File: src/design/aorq_pkg.sv
// ----------------------------------------------------------------------------
// aorq_pkg: age-ordered request queue package
// Sizes, action and status codes, payload structs and control signals shared
// by the queue controller, datapath and top level.
// ----------------------------------------------------------------------------
package aorq_pkg;

	localparam int DEPTH         = 16;
	localparam int PAYLOAD_WIDTH = 32;

	// entry index, held-count and compare widths
	localparam int IDX_W = (DEPTH > 1) ? $clog2(DEPTH) : 1;
	localparam int CNT_W = $clog2(DEPTH + 1);
	localparam int CMP_W = ((CNT_W > 5) ? CNT_W : 5) + 1;

	localparam logic [15:0] TIME_MAX = 16'hFFFF;

	// actions
	localparam logic [2:0] ACT_APPEND = 3'd0;
	localparam logic [2:0] ACT_INSERT = 3'd1;
	localparam logic [2:0] ACT_READ   = 3'd2;
	localparam logic [2:0] ACT_SETAGE = 3'd3;
	localparam logic [2:0] ACT_REMOVE = 3'd4;
	localparam logic [2:0] ACT_TICK   = 3'd5;

	// result status
	localparam logic [1:0] ST_DONE  = 2'd0;
	localparam logic [1:0] ST_FULL  = 2'd1;
	localparam logic [1:0] ST_RANGE = 2'd2;

	typedef struct packed {
		logic [2:0]               action;
		logic [PAYLOAD_WIDTH-1:0] payload_in;
		logic [7:0]               entry_age;
		logic [4:0]               position;
		logic [7:0]               tick_amount;
	} req_t;

	typedef struct packed {
		logic [1:0]               status;
		logic [PAYLOAD_WIDTH-1:0] payload_out;
		logic [7:0]               age_out;
		logic [15:0]              time_out;
		logic [4:0]               placed_at;
		logic [4:0]               entry_count;
	} rsp_t;

	// controller -> datapath commands
	typedef struct packed {
		logic capture;   // latch the accepted request
		logic execute;   // apply it to the queue and load the result register
	} ctrl_cmd_t;

endpackage

File: src/design/aorq_ctrl.sv
// ----------------------------------------------------------------------------
// aorq_ctrl: queue controller
// Two-state sequencer: accepts a request, then executes it as soon as the
// result register is free or being drained.
// ----------------------------------------------------------------------------
module aorq_ctrl (
	input  logic                 clk,
	input  logic                 arst_n,
	input  logic                 req_valid,
	output logic                 req_stall,
	output logic                 rsp_valid,
	input  logic                 rsp_stall,
	output aorq_pkg::ctrl_cmd_t  cmd
);

	localparam logic S_IDLE = 1'b0;
	localparam logic S_EXEC = 1'b1;

	logic state_q;
	logic state_d;
	logic rsp_full_q;
	logic rsp_take;

	assign req_stall   = (state_q != S_IDLE);
	assign rsp_valid   = rsp_full_q;
	assign rsp_take    = rsp_full_q && !rsp_stall;
	assign cmd.capture = req_valid && (state_q == S_IDLE);
	assign cmd.execute = (state_q == S_EXEC) && (!rsp_full_q || rsp_take);

	always_comb begin
		state_d = state_q;
		unique case (state_q)
			S_IDLE: begin
				if (cmd.capture) begin
					state_d = S_EXEC;
				end
			end
			S_EXEC: begin
				if (cmd.execute) begin
					state_d = S_IDLE;
				end
			end
			default: state_d = S_IDLE;
		endcase
	end

	always_ff @(posedge clk or negedge arst_n) begin
		if (!arst_n) begin
			state_q    <= S_IDLE;
			rsp_full_q <= 1'b0;
		end else begin
			state_q <= state_d;
			if (cmd.execute) begin
				rsp_full_q <= 1'b1;
			end else if (rsp_take) begin
				rsp_full_q <= 1'b0;
			end
		end
	end

endmodule

File: src/design/aorq_dp.sv
// ----------------------------------------------------------------------------
// aorq_dp: queue datapath
// Entry registers, held count, capacity register, request latch and result
// register. Insert search, shift and tick run across all entries at once.
// ----------------------------------------------------------------------------
module aorq_dp (
	input  logic                 clk,
	input  logic                 arst_n,
	input  aorq_pkg::ctrl_cmd_t  cmd,
	input  aorq_pkg::req_t       req,
	input  logic                 cfg_we,
	input  logic [4:0]           cfg_data,
	output aorq_pkg::rsp_t       rsp
);

	localparam int CW = aorq_pkg::CMP_W;
	localparam int NW = aorq_pkg::CNT_W;
	localparam int PW = aorq_pkg::PAYLOAD_WIDTH;
	localparam int D  = aorq_pkg::DEPTH;

	aorq_pkg::req_t req_q;
	aorq_pkg::rsp_t rsp_q;
	aorq_pkg::rsp_t rsp_d;

	logic [PW-1:0]                 pay_q  [D];
	logic [7:0]                    age_q  [D];
	logic [15:0]                   time_q [D];
	logic [PW-1:0]                 pay_d  [D];
	logic [7:0]                    age_d  [D];
	logic [15:0]                   time_d [D];
	logic [aorq_pkg::CNT_W-1:0]    cnt_q;
	logic [aorq_pkg::CNT_W-1:0]    cnt_d;
	logic [4:0]                    max_q;

	logic [CW-1:0]                 pos_x;
	logic [CW-1:0]                 slot_x;
	logic [CW-1:0]                 cnt_x;
	logic [CW-1:0]                 max_x;
	logic [CW-1:0]                 cap_x;
	logic [CW-1:0]                 ins_x;
	logic [CW-1:0]                 ix;
	logic [aorq_pkg::IDX_W-1:0]    idx;
	logic                          in_range;
	logic                          full;
	logic                          is_ins;
	logic [7:0]                    new_age;
	logic [16:0]                   tsum;

	assign rsp = rsp_q;

	// position zero reads as one
	assign pos_x    = (req_q.position == 5'd0) ? CW'(1) : CW'(req_q.position);
	assign slot_x   = pos_x - CW'(1);
	assign cnt_x    = CW'(cnt_q);
	assign max_x    = CW'(max_q);
	assign cap_x    = (max_x < CW'(D)) ? max_x : CW'(D);
	assign in_range = (pos_x <= cnt_x) && (slot_x < CW'(D));
	assign full     = (cnt_x >= cap_x);
	assign idx      = slot_x[aorq_pkg::IDX_W-1:0];
	assign is_ins   = (req_q.action == aorq_pkg::ACT_INSERT);
	assign new_age  = is_ins ? req_q.entry_age : 8'd0;

	// sorted insert: first held entry with a strictly greater age
	always_comb begin
		ins_x = cnt_x;
		if (is_ins) begin
			for (int i = D - 1; i >= 0; i--) begin
				if ((CW'(i) < cnt_x) && (req_q.entry_age < age_q[i])) begin
					ins_x = CW'(i);
				end
			end
		end
	end

	always_comb begin
		pay_d  = pay_q;
		age_d  = age_q;
		time_d = time_q;
		cnt_d  = cnt_q;
		ix     = '0;
		tsum   = '0;
		rsp_d  = '0;
		rsp_d.status = aorq_pkg::ST_DONE;
		unique case (req_q.action)
			aorq_pkg::ACT_APPEND, aorq_pkg::ACT_INSERT: begin
				if (full) begin
					rsp_d.status = aorq_pkg::ST_FULL;
				end else begin
					for (int i = 0; i < D; i++) begin
						ix = CW'(i);
						if (ix == ins_x) begin
							pay_d[i]  = req_q.payload_in;
							age_d[i]  = new_age;
							time_d[i] = 16'd0;
						end else if ((ix > ins_x) && (ix <= cnt_x)) begin
							pay_d[i]  = pay_q[(i > 0) ? i - 1 : 0];
							age_d[i]  = age_q[(i > 0) ? i - 1 : 0];
							time_d[i] = time_q[(i > 0) ? i - 1 : 0];
						end
					end
					cnt_d           = cnt_q + NW'(1);
					rsp_d.placed_at = 5'(ins_x + CW'(1));
				end
			end
			aorq_pkg::ACT_READ: begin
				if (!in_range) begin
					rsp_d.status = aorq_pkg::ST_RANGE;
				end else begin
					rsp_d.payload_out = pay_q[idx];
					rsp_d.age_out     = age_q[idx];
					rsp_d.time_out    = time_q[idx];
				end
			end
			aorq_pkg::ACT_SETAGE: begin
				if (!in_range) begin
					rsp_d.status = aorq_pkg::ST_RANGE;
				end else begin
					age_d[idx] = req_q.entry_age;
				end
			end
			aorq_pkg::ACT_REMOVE: begin
				if (!in_range) begin
					rsp_d.status = aorq_pkg::ST_RANGE;
				end else begin
					rsp_d.payload_out = pay_q[idx];
					for (int i = 0; i < D; i++) begin
						ix = CW'(i);
						if ((ix >= slot_x) && ((ix + CW'(1)) < cnt_x)) begin
							pay_d[i]  = pay_q[(i < D - 1) ? i + 1 : i];
							age_d[i]  = age_q[(i < D - 1) ? i + 1 : i];
							time_d[i] = time_q[(i < D - 1) ? i + 1 : i];
						end
					end
					cnt_d = cnt_q - NW'(1);
				end
			end
			aorq_pkg::ACT_TICK: begin
				for (int i = 0; i < D; i++) begin
					if (CW'(i) < cnt_x) begin
						age_d[i] = (age_q[i] < req_q.tick_amount) ? 8'd0
							: age_q[i] - req_q.tick_amount;
						tsum = {1'b0, time_q[i]} + 17'(req_q.tick_amount);
						time_d[i] = tsum[16] ? aorq_pkg::TIME_MAX : tsum[15:0];
					end
				end
			end
			default: begin
			end
		endcase
		rsp_d.entry_count = 5'(cnt_d);
	end

	always_ff @(posedge clk or negedge arst_n) begin
		if (!arst_n) begin
			cnt_q <= '0;
			max_q <= 5'd16;
		end else begin
			if (cmd.execute) begin
				cnt_q <= cnt_d;
			end
			if (cfg_we) begin
				max_q <= cfg_data;
			end
		end
	end

	always_ff @(posedge clk) begin
		if (cmd.capture) begin
			req_q <= req;
		end
		if (cmd.execute) begin
			pay_q  <= pay_d;
			age_q  <= age_d;
			time_q <= time_d;
			rsp_q  <= rsp_d;
		end
	end

endmodule

File: src/design/age_ordered_request_queue.sv
// ----------------------------------------------------------------------------
// age_ordered_request_queue: ordered request queue with age-sorted insert
// Up to DEPTH entries of payload, age countdown and time-in-queue counter;
// append, sorted insert, read, set age, remove and age tick, one result each.
// ----------------------------------------------------------------------------
//
//  channel | signals                     | dir | transfer when
//  --------+-----------------------------+-----+---------------------------
//  req     | req_valid, req_stall, req   | in  | req_valid && !req_stall
//  rsp     | rsp_valid, rsp_stall, rsp   | out | rsp_valid && !rsp_stall
//  cfg     | cfg_valid, cfg_ready, cfg_data | in | cfg_valid && cfg_ready
//
//  Each request is latched, then executed across all entries in parallel
//  (compare, shift, tick) into the result register.
//  A new request is taken while the previous result still waits in rsp.
//  A stalled rsp holds execution of the next request, not its acceptance.
//  Reset empties the queue and sets max_entries to 16; entry storage is not
//  cleared, so no clearing pass is needed.
//  cfg_ready is always high; write max_entries only while the queue is idle.
//
module age_ordered_request_queue (
	input  logic             clk,
	input  logic             arst_n,
	input  logic             req_valid,
	output logic             req_stall,
	input  aorq_pkg::req_t   req,
	output logic             rsp_valid,
	input  logic             rsp_stall,
	output aorq_pkg::rsp_t   rsp,
	input  logic             cfg_valid,
	output logic             cfg_ready,
	input  logic [4:0]       cfg_data
);

	aorq_pkg::ctrl_cmd_t cmd;

	assign cfg_ready = 1'b1;

	// sequencer: accept, then execute when the result register can take it
	aorq_ctrl u_ctrl (
		.clk       (clk),
		.arst_n    (arst_n),
		.req_valid (req_valid),
		.req_stall (req_stall),
		.rsp_valid (rsp_valid),
		.rsp_stall (rsp_stall),
		.cmd       (cmd)
	);

	// entries, count, capacity and result register
	aorq_dp u_dp (
		.clk      (clk),
		.arst_n   (arst_n),
		.cmd      (cmd),
		.req      (req),
		.cfg_we   (cfg_valid && cfg_ready),
		.cfg_data (cfg_data),
		.rsp      (rsp)
	);

	// a transfer in always blocks the next cycle while it executes
	a_busy_after_accept: assert property (@(posedge clk) disable iff (!arst_n)
		(req_valid && !req_stall) |=> req_stall)
		else $error("request accepted while previous one executing");

	// a refused insert lands nowhere and returns no data
	a_full_clean: assert property (@(posedge clk) disable iff (!arst_n)
		(rsp_valid && rsp.status == aorq_pkg::ST_FULL) |->
		(rsp.placed_at == 5'd0 && rsp.payload_out == '0))
		else $error("full status with placement or data");

	// a landed insert leaves at least as many entries as its position
	a_placed_count: assert property (@(posedge clk) disable iff (!arst_n)
		(rsp_valid && rsp.placed_at != 5'd0) |->
		(rsp.status == aorq_pkg::ST_DONE && rsp.entry_count >= rsp.placed_at))
		else $error("insert placed beyond entry count");

endmodule
File: config.mk
export PLATFORM = sky130hd
export DESIGN_NAME = age_ordered_request_queue
export DESIGN_NICKNAME = d
export VERILOG_FILES = /design/src/design/aorq_pkg.sv /design/src/design/aorq_ctrl.sv /design/src/design/aorq_dp.sv /design/src/design/age_ordered_request_queue.sv
export SDC_FILE = /design/constraint.sdc
export NUM_CORES = 2
export LEC_CHECK = 0
export ABC_AREA = 1
export BUFFER_PORTS_ARGS = -buffer_cell sky130_fd_sc_hd__buf_2
export CAP_MARGIN = 15
export CORE_MARGIN = 2
export CORE_UTILIZATION = 30
export DETAILED_ROUTE_END_ITERATION = 7
export PLACE_DENSITY = 0.5
export SYNTH_ARGS = -nofsm -noshare
export SYNTH_HDL_FRONTEND = slang
export SYNTH_HIERARCHICAL = 1
export SYNTH_SLANG_ARGS = --single-unit
File: constraint.sdc
create_clock -name clk -period 6.7 [get_ports clk]
set_clock_uncertainty 0.15 [all_clocks]
set_input_delay 0.67 -clock clk [delete_from_list [all_inputs] [get_ports clk]]
set_output_delay 0.67 -clock clk [all_outputs]
set_load 0.05 [all_outputs]
# == Yosys cells after proc, flatten, opt, wreduce, memory -nomap -nowiden ==
# Cells that the tools add are included.
# word_totals
ff_bits,1032
latch_bits,0
ram_bits,0
mem_bits_ro,0
inputBits,66
output_inout_bits,71
wordCells,647
memories,0
# op_classes
addsub,36
n_mul,0
n_div,0
order_cmp,99
n_eq_ne,70
n_shift,0
mux,258
bitwise_logic,5
n_reduce_logical,116
# ops
operator,count
32-bit 2-to-1 mux,49
16-bit 2-to-1 mux,80
512-bit 2-to-1 mux,2
512-bit one-hot mux with 2 select lines,1
256-bit one-hot mux with 3 select lines,1
8-bit 2-to-1 mux,82
256-bit 2-to-1 mux,2
128-bit one-hot mux with 4 select lines,1
128-bit 2-to-1 mux,3
16-bit by 8-bit adder with 17-bit output,16
8-bit less-than comparator,32
32-bit binary-select mux with 4-bit select,1
128-bit bitwise mux,1
8-bit subtractor,16
8-bit AND reduction,15
7-bit AND reduction,16
5-bit 2-to-1 mux,21
6-bit AND reduction,16
"2-bit by 1-bit != test with 1-bit output, second input constant",34
16-bit binary-select mux with 4-bit select,1
32-bit one-hot mux with 2 select lines,1
56-bit 2-to-1 mux,1
1-bit logical AND,51
"3-bit by 1-bit != test with 1-bit output, second input constant",15
54 further kinds,126

# == Depth between registers and ports, before layout ==
# logic_depth
word_depth,25
mapped_depth,39
mapped_depth_nobuf,33

# == Modules after synthesis ==
# Netlist, hierarchy kept.
# modules_own_cells
mod,n_inst,cells_each,area_per_inst_um2,seq_area_each_um2
aorq_dp,1,9674,75976.6,30880.9
aorq_ctrl,1,10,82.6,50.0
age_ordered_request_queue,1,2,11.3,0.0

# == Worst setup path after synthesis ==
# Ideal clock, no wire load.
# synth_path
kind,reg2reg
startpoint,reg u_ctrl.state_q (netlist: u_ctrl/req_stall)
endpoint,"reg u_dp/time_q[16] (netlist name), enable pin"
setup_time_ns,0.413
arrival_ns,6.622
t_required_ns,6.137
setup_slack_ns,-0.485
path_stages_with_launch,8
path_buffers,1
synth_period_minus_slack_ns,7.185
path_cell_list,dfrtp_1 > inv_1 > a21oi_1 > inv_1 > nor2_1 > clkbuf_1 > nand2_1 > nor3b_1
# synth_lines
element,line,source
from (decl),aorq_ctrl.sv:19,logic state_q;
from (signal assigned),aorq_ctrl.sv:52,state_q <= state_d;
to (signal assigned),aorq_dp.sv:174,time_q <= time_d;
to (decl),aorq_dp.sv:27,logic [15:0] time_q [D];

# == Worst setup path in the final report ==
# layout_path
startpoint,reg u_dp/req_q[10] (netlist name)
endpoint,"reg u_dp/time_q[248] (netlist name), enable pin"
# layout_between
elab_chain_cells,7
word_cells_on_any_way,11
cone_classes,1 x add/sub; 3 x order compare; 2 x eq/ne; 1 x mux; 4 x reduce/logical
# layout_lines
element,line,source
from (decl),aorq_dp.sv:21,aorq_pkg::req_t req_q;
from (signal assigned),aorq_dp.sv:169,req_q <= req;
5-bit logical NOT,aorq_dp.sv:52,assign pos_x = (req_q.position == 5'd0) ? CW'(1) : CW'(req_q.position);
5-bit 2-to-1 mux *,aorq_dp.sv:52,
6-bit by 1-bit subtractor with 6-bit output,aorq_dp.sv:53,assign slot_x = pos_x - CW'(1);
1-bit by 6-bit greater-or-equal comparator with 1-bit output or 6-bit by 5-bit less-than comparator with 1-bit output (tied branches),"aorq_dp.sv:128, aorq_dp.sv:57",
1-bit logical AND (on tied branches),"aorq_dp.sv:128, aorq_dp.sv:57",
2-bit by 1-bit != test with 1-bit output (no line),n/a,
7-bit AND reduction (no line) *,n/a,
# Mark *: on every way between the ends. The rest lies on a longest branch, timed or not.
# A chain may end at the register's enable or synchronous reset.

==> reports/metrics.cfg <==
[setup_path]
path_max_fanout = 153
critical-path-slowest-cell = nor3_2
crit_path_cell_trace = nor2_1, a21oi_4, buf_12, ha_1, o221ai_1, o21ai_0, nand2_1, inv_1, o22ai_1, nor2_1, buf_4, nand2_1, nor3_2, buf_4
critical_path_arrival_ns = 6.29
crit_path_end_kind = flop
slowest_delay_ns = 0.65
cp.required_ns = 6.99
crit_type = flop to flop
worst_setup_path_start_kind = flop

[clock_tree]
cts_root_buf = clkbuf_16
post-cts-setup-buffers = 0
clockBufferDepth = 3
cts_made_buffers = 138
clk_latency_ns = 0.84
htree_levels = 4
clk_pin_slew_ns = 0.06
clock-sinks = 1032
cts_tree = built

[timing]
drv_slew = 0
relSlewSlack = 0.01058
setup_viol = 0
timing.hold.ws_ns = 0.09140
tns_ns = 0
min_period_ns = 5.997
final_hold_viol_count = 0
grt_setup_unrepaired = false
fmax_mhz = 166.7
tightestPinTransition_ns = 1.484
fin_crit_sh = 0.8951
setup_slack_ns = 0.7027

[global_routing]
grt_antenna_before_repair = 8
grt_pass1_wl_mm = 496.4
grt_remaining_overflow = 0
grt_pass1_vias = 71260
grt_max_degree = 194
track_usage = 0.2572

[placement]
place_hpwl_mm = 222.0
routabilityCongestion = 0.9997
placed_area_um2 = 80520
port-buffer-count = 135
place_ws_ns = 0.9980

[synthesis]
synth_area_um2 = 76070
synth_most_common_cell = o21ai_0
synth_top_area_frac = 0.4026
synth_edf_count = 1020
synth_commonest_cells = o21ai_0 (1409), a21oi_1 (1248), nand2_1 (1236), inv_1 (1144), edfxtp_1 (1020)
synth_cell_types = 65
async_reset_ff_frac = 0.01163
syn-num-nets = 10180
synth-main-ff-cell = edfxtp_1
synth.area.top_cells = edfxtp_1 (40%), o21ai_0 (9.3%), a21oi_1 (8.2%)
ys_warn_count = 6
yosysSeqAreaShare = 0.4066
synth.avg_cell_area_um2 = 7.854
netlist_instances = 9686
yosysTopAreaCell = edfxtp_1
synth_seq_cells = 1032

[die]
die_w_um = 507.6
core_area_um2 = 251900
ios = 137
row_count = 184
start_util = 0.3020
dieArea_um2 = 257600
die_h_um = 507.6

[pwr]
p_per_area_nw_per_um2 = 290.5
leakage_nw = 34.36
peakVddDrop_mv = 0.2627

[routing]
vias = 76340
first_iter_violations = 10010
drc = 1
detail_route.vias_per_cell = 5.855
drtAntennaViolNets = 0
routedWlPerCell_um = 26.47
drt_pass1_iterations = 8
drt-total-wl_mm = 345.2

[finish]
drive_above_1_share = 0.07320
final_core_util = 0.3406
multiInputGateArea_um2 = 38370
synthToLayoutAreaGrowth_pct = 12.78
seqCellArea_um2 = 30930
nets = 10060
finalInstanceArea_um2 = 85790
fillers = 26570

[hold_path]
hold_class = input port to flop

[run_status]
status = finished, violations left
violations = design-rule violations

[job]
maxCapViolCount = 0

==> cell type report <==
cell class,instances,share of cell area
multi-input combinational,6808,0.4472
sequential,1032,0.3605
inverter,1176,0.05194
tap,3348,0.04883
clock buffer,177,0.04232
timing repair buffer,418,0.03834
clock inverter,75,0.01066
antenna,5,0.0001458
==> report_power, final <==
group          internal, mW  switching, mW
registers              8.04          0.512
logic                  2.33           6.40
clock network          4.32           3.32
==> kinds of logic (layout without fill, tap and decap cells) <==
group | after synthesis | in the layout | synth area share
other | 1 | 6 | 0.00004930
multiplexers | 3 | 3 | 0.0004441
flip-flops | 1032 | 1032 | 0.4066
AND/OR/NAND/NOR | 2788 | 2788 | 0.1606
XOR/XNOR | 136 | 136 | 0.01566
adder cells (fa/ha/maj) | 423 | 423 | 0.07273
AO/OA/AOI/OAI | 3457 | 3457 | 0.2493
buffers and inverters | 1846 | 1846 | 0.09466
==> registers in the layout, summed over array words and instances (netlist names) <==
signal            cells
u_dp/pay_q          512
u_dp/time_q         256
u_dp/age_q          128
u_dp/rsp             68
u_dp/req_q           56
u_dp/cnt_q            5
u_dp/max_q            5
u_ctrl/req_stall      1
u_ctrl/rsp_valid      1
==> placed cells by master (no fill, tap or decap), types with 14 or more instances in the layout <==
master	n
o21ai_0	1409
a21oi_1	1246
nand2_1	1224
inv_1	1135
edfxtp_1	1020
nand3_1	777
nor2_1	407
ha_1	390
buf_4	187
o21ai_1	154
clkbuf_16	139
buf_2	135
nand4_1	127
o211ai_1	116
o31ai_1	101
nor3_1	100
xor2_1	87
a22oi_1	80
o22ai_1	73
dlygate4sd3_1	69
o2111ai_1	51
xnor2_1	49
a31oi_1	46
a221oi_1	40
clkbuf_1	37
or2_2	37
nor2_4	33
a211oi_1	33
fa_1	32
o21bai_1	30
clkinv_1	28
clkinv_2	27
buf_12	25
inv_2	22
nor4_1	18
o221ai_1	16
nor2_2	14
nand3b_1	14
nand2_4	14
==> worst paths after layout <==
check                                          start                         end  slack, ns  cells past startpoint
setup / recovery            u_dp/req_q[10]$_DFFE_PP_  u_dp/time_q[248]$_DFFE_PP_       0.70                     14
hold / removal                               req[51]    u_dp/req_q[51]$_DFFE_PP_       0.09                      1
setup reg to reg            u_dp/req_q[10]$_DFFE_PP_  u_dp/time_q[248]$_DFFE_PP_       0.70                     14
hold reg to reg            u_dp/pay_q[246]$_DFFE_PP_   u_dp/pay_q[278]$_DFFE_PP_       0.39                      2
max in group asynchronous                     arst_n   u_dp/max_q[4]$_DFFE_PN1P_       5.90                      2
min in group asynchronous                     arst_n  u_ctrl/req_stall$_DFF_PN0_       0.17                      2
==> critical path, delay by kind of cell (launching register included) <==
family / cells / cell delay, ns
AOI/OAI and AO/OA: 4 / 1.01
adders and majority gates: 1 / 0.27
buffers and inverters: 4 / 1.50
DFF: 1 / 0.59
and+or+nand+nor: 5 / 2.05
==> repair_timing <==
item	in CTS	in global routing
hold buffers	69	0
resized for setup	0	0
hold endpoints to repair	73	0
==> stage by stage <==
| stage | std cells | power [mW] |
|---|---|---|
| final | 13040 | 24.92 |
| after global routing | 13030 | 25.95 |
| after CTS | 13030 | 24.82 |
| after detailed placement | 12710 | 17.10 |
| after global placement | 12710 | 17.02 |
| after floorplan | 9686 | 13.72 |
==> per-layer routing <==
| layer | GRT usage | part of all wire | vias up |
|---|---|---|---|
| met4 | 0.1053 | 0.044 | 6 |
| met2 | 0.3954 | 0.44 | 4470 |
| met3 | 0.04812 | 0.097 | 773 |
| met1 | 0.3537 | 0.42 | 36950 |
| li1 | - | - | 34140 |
| met5 | 0 | 0.00012 | - |
Power figures use the tool's default switching activity.
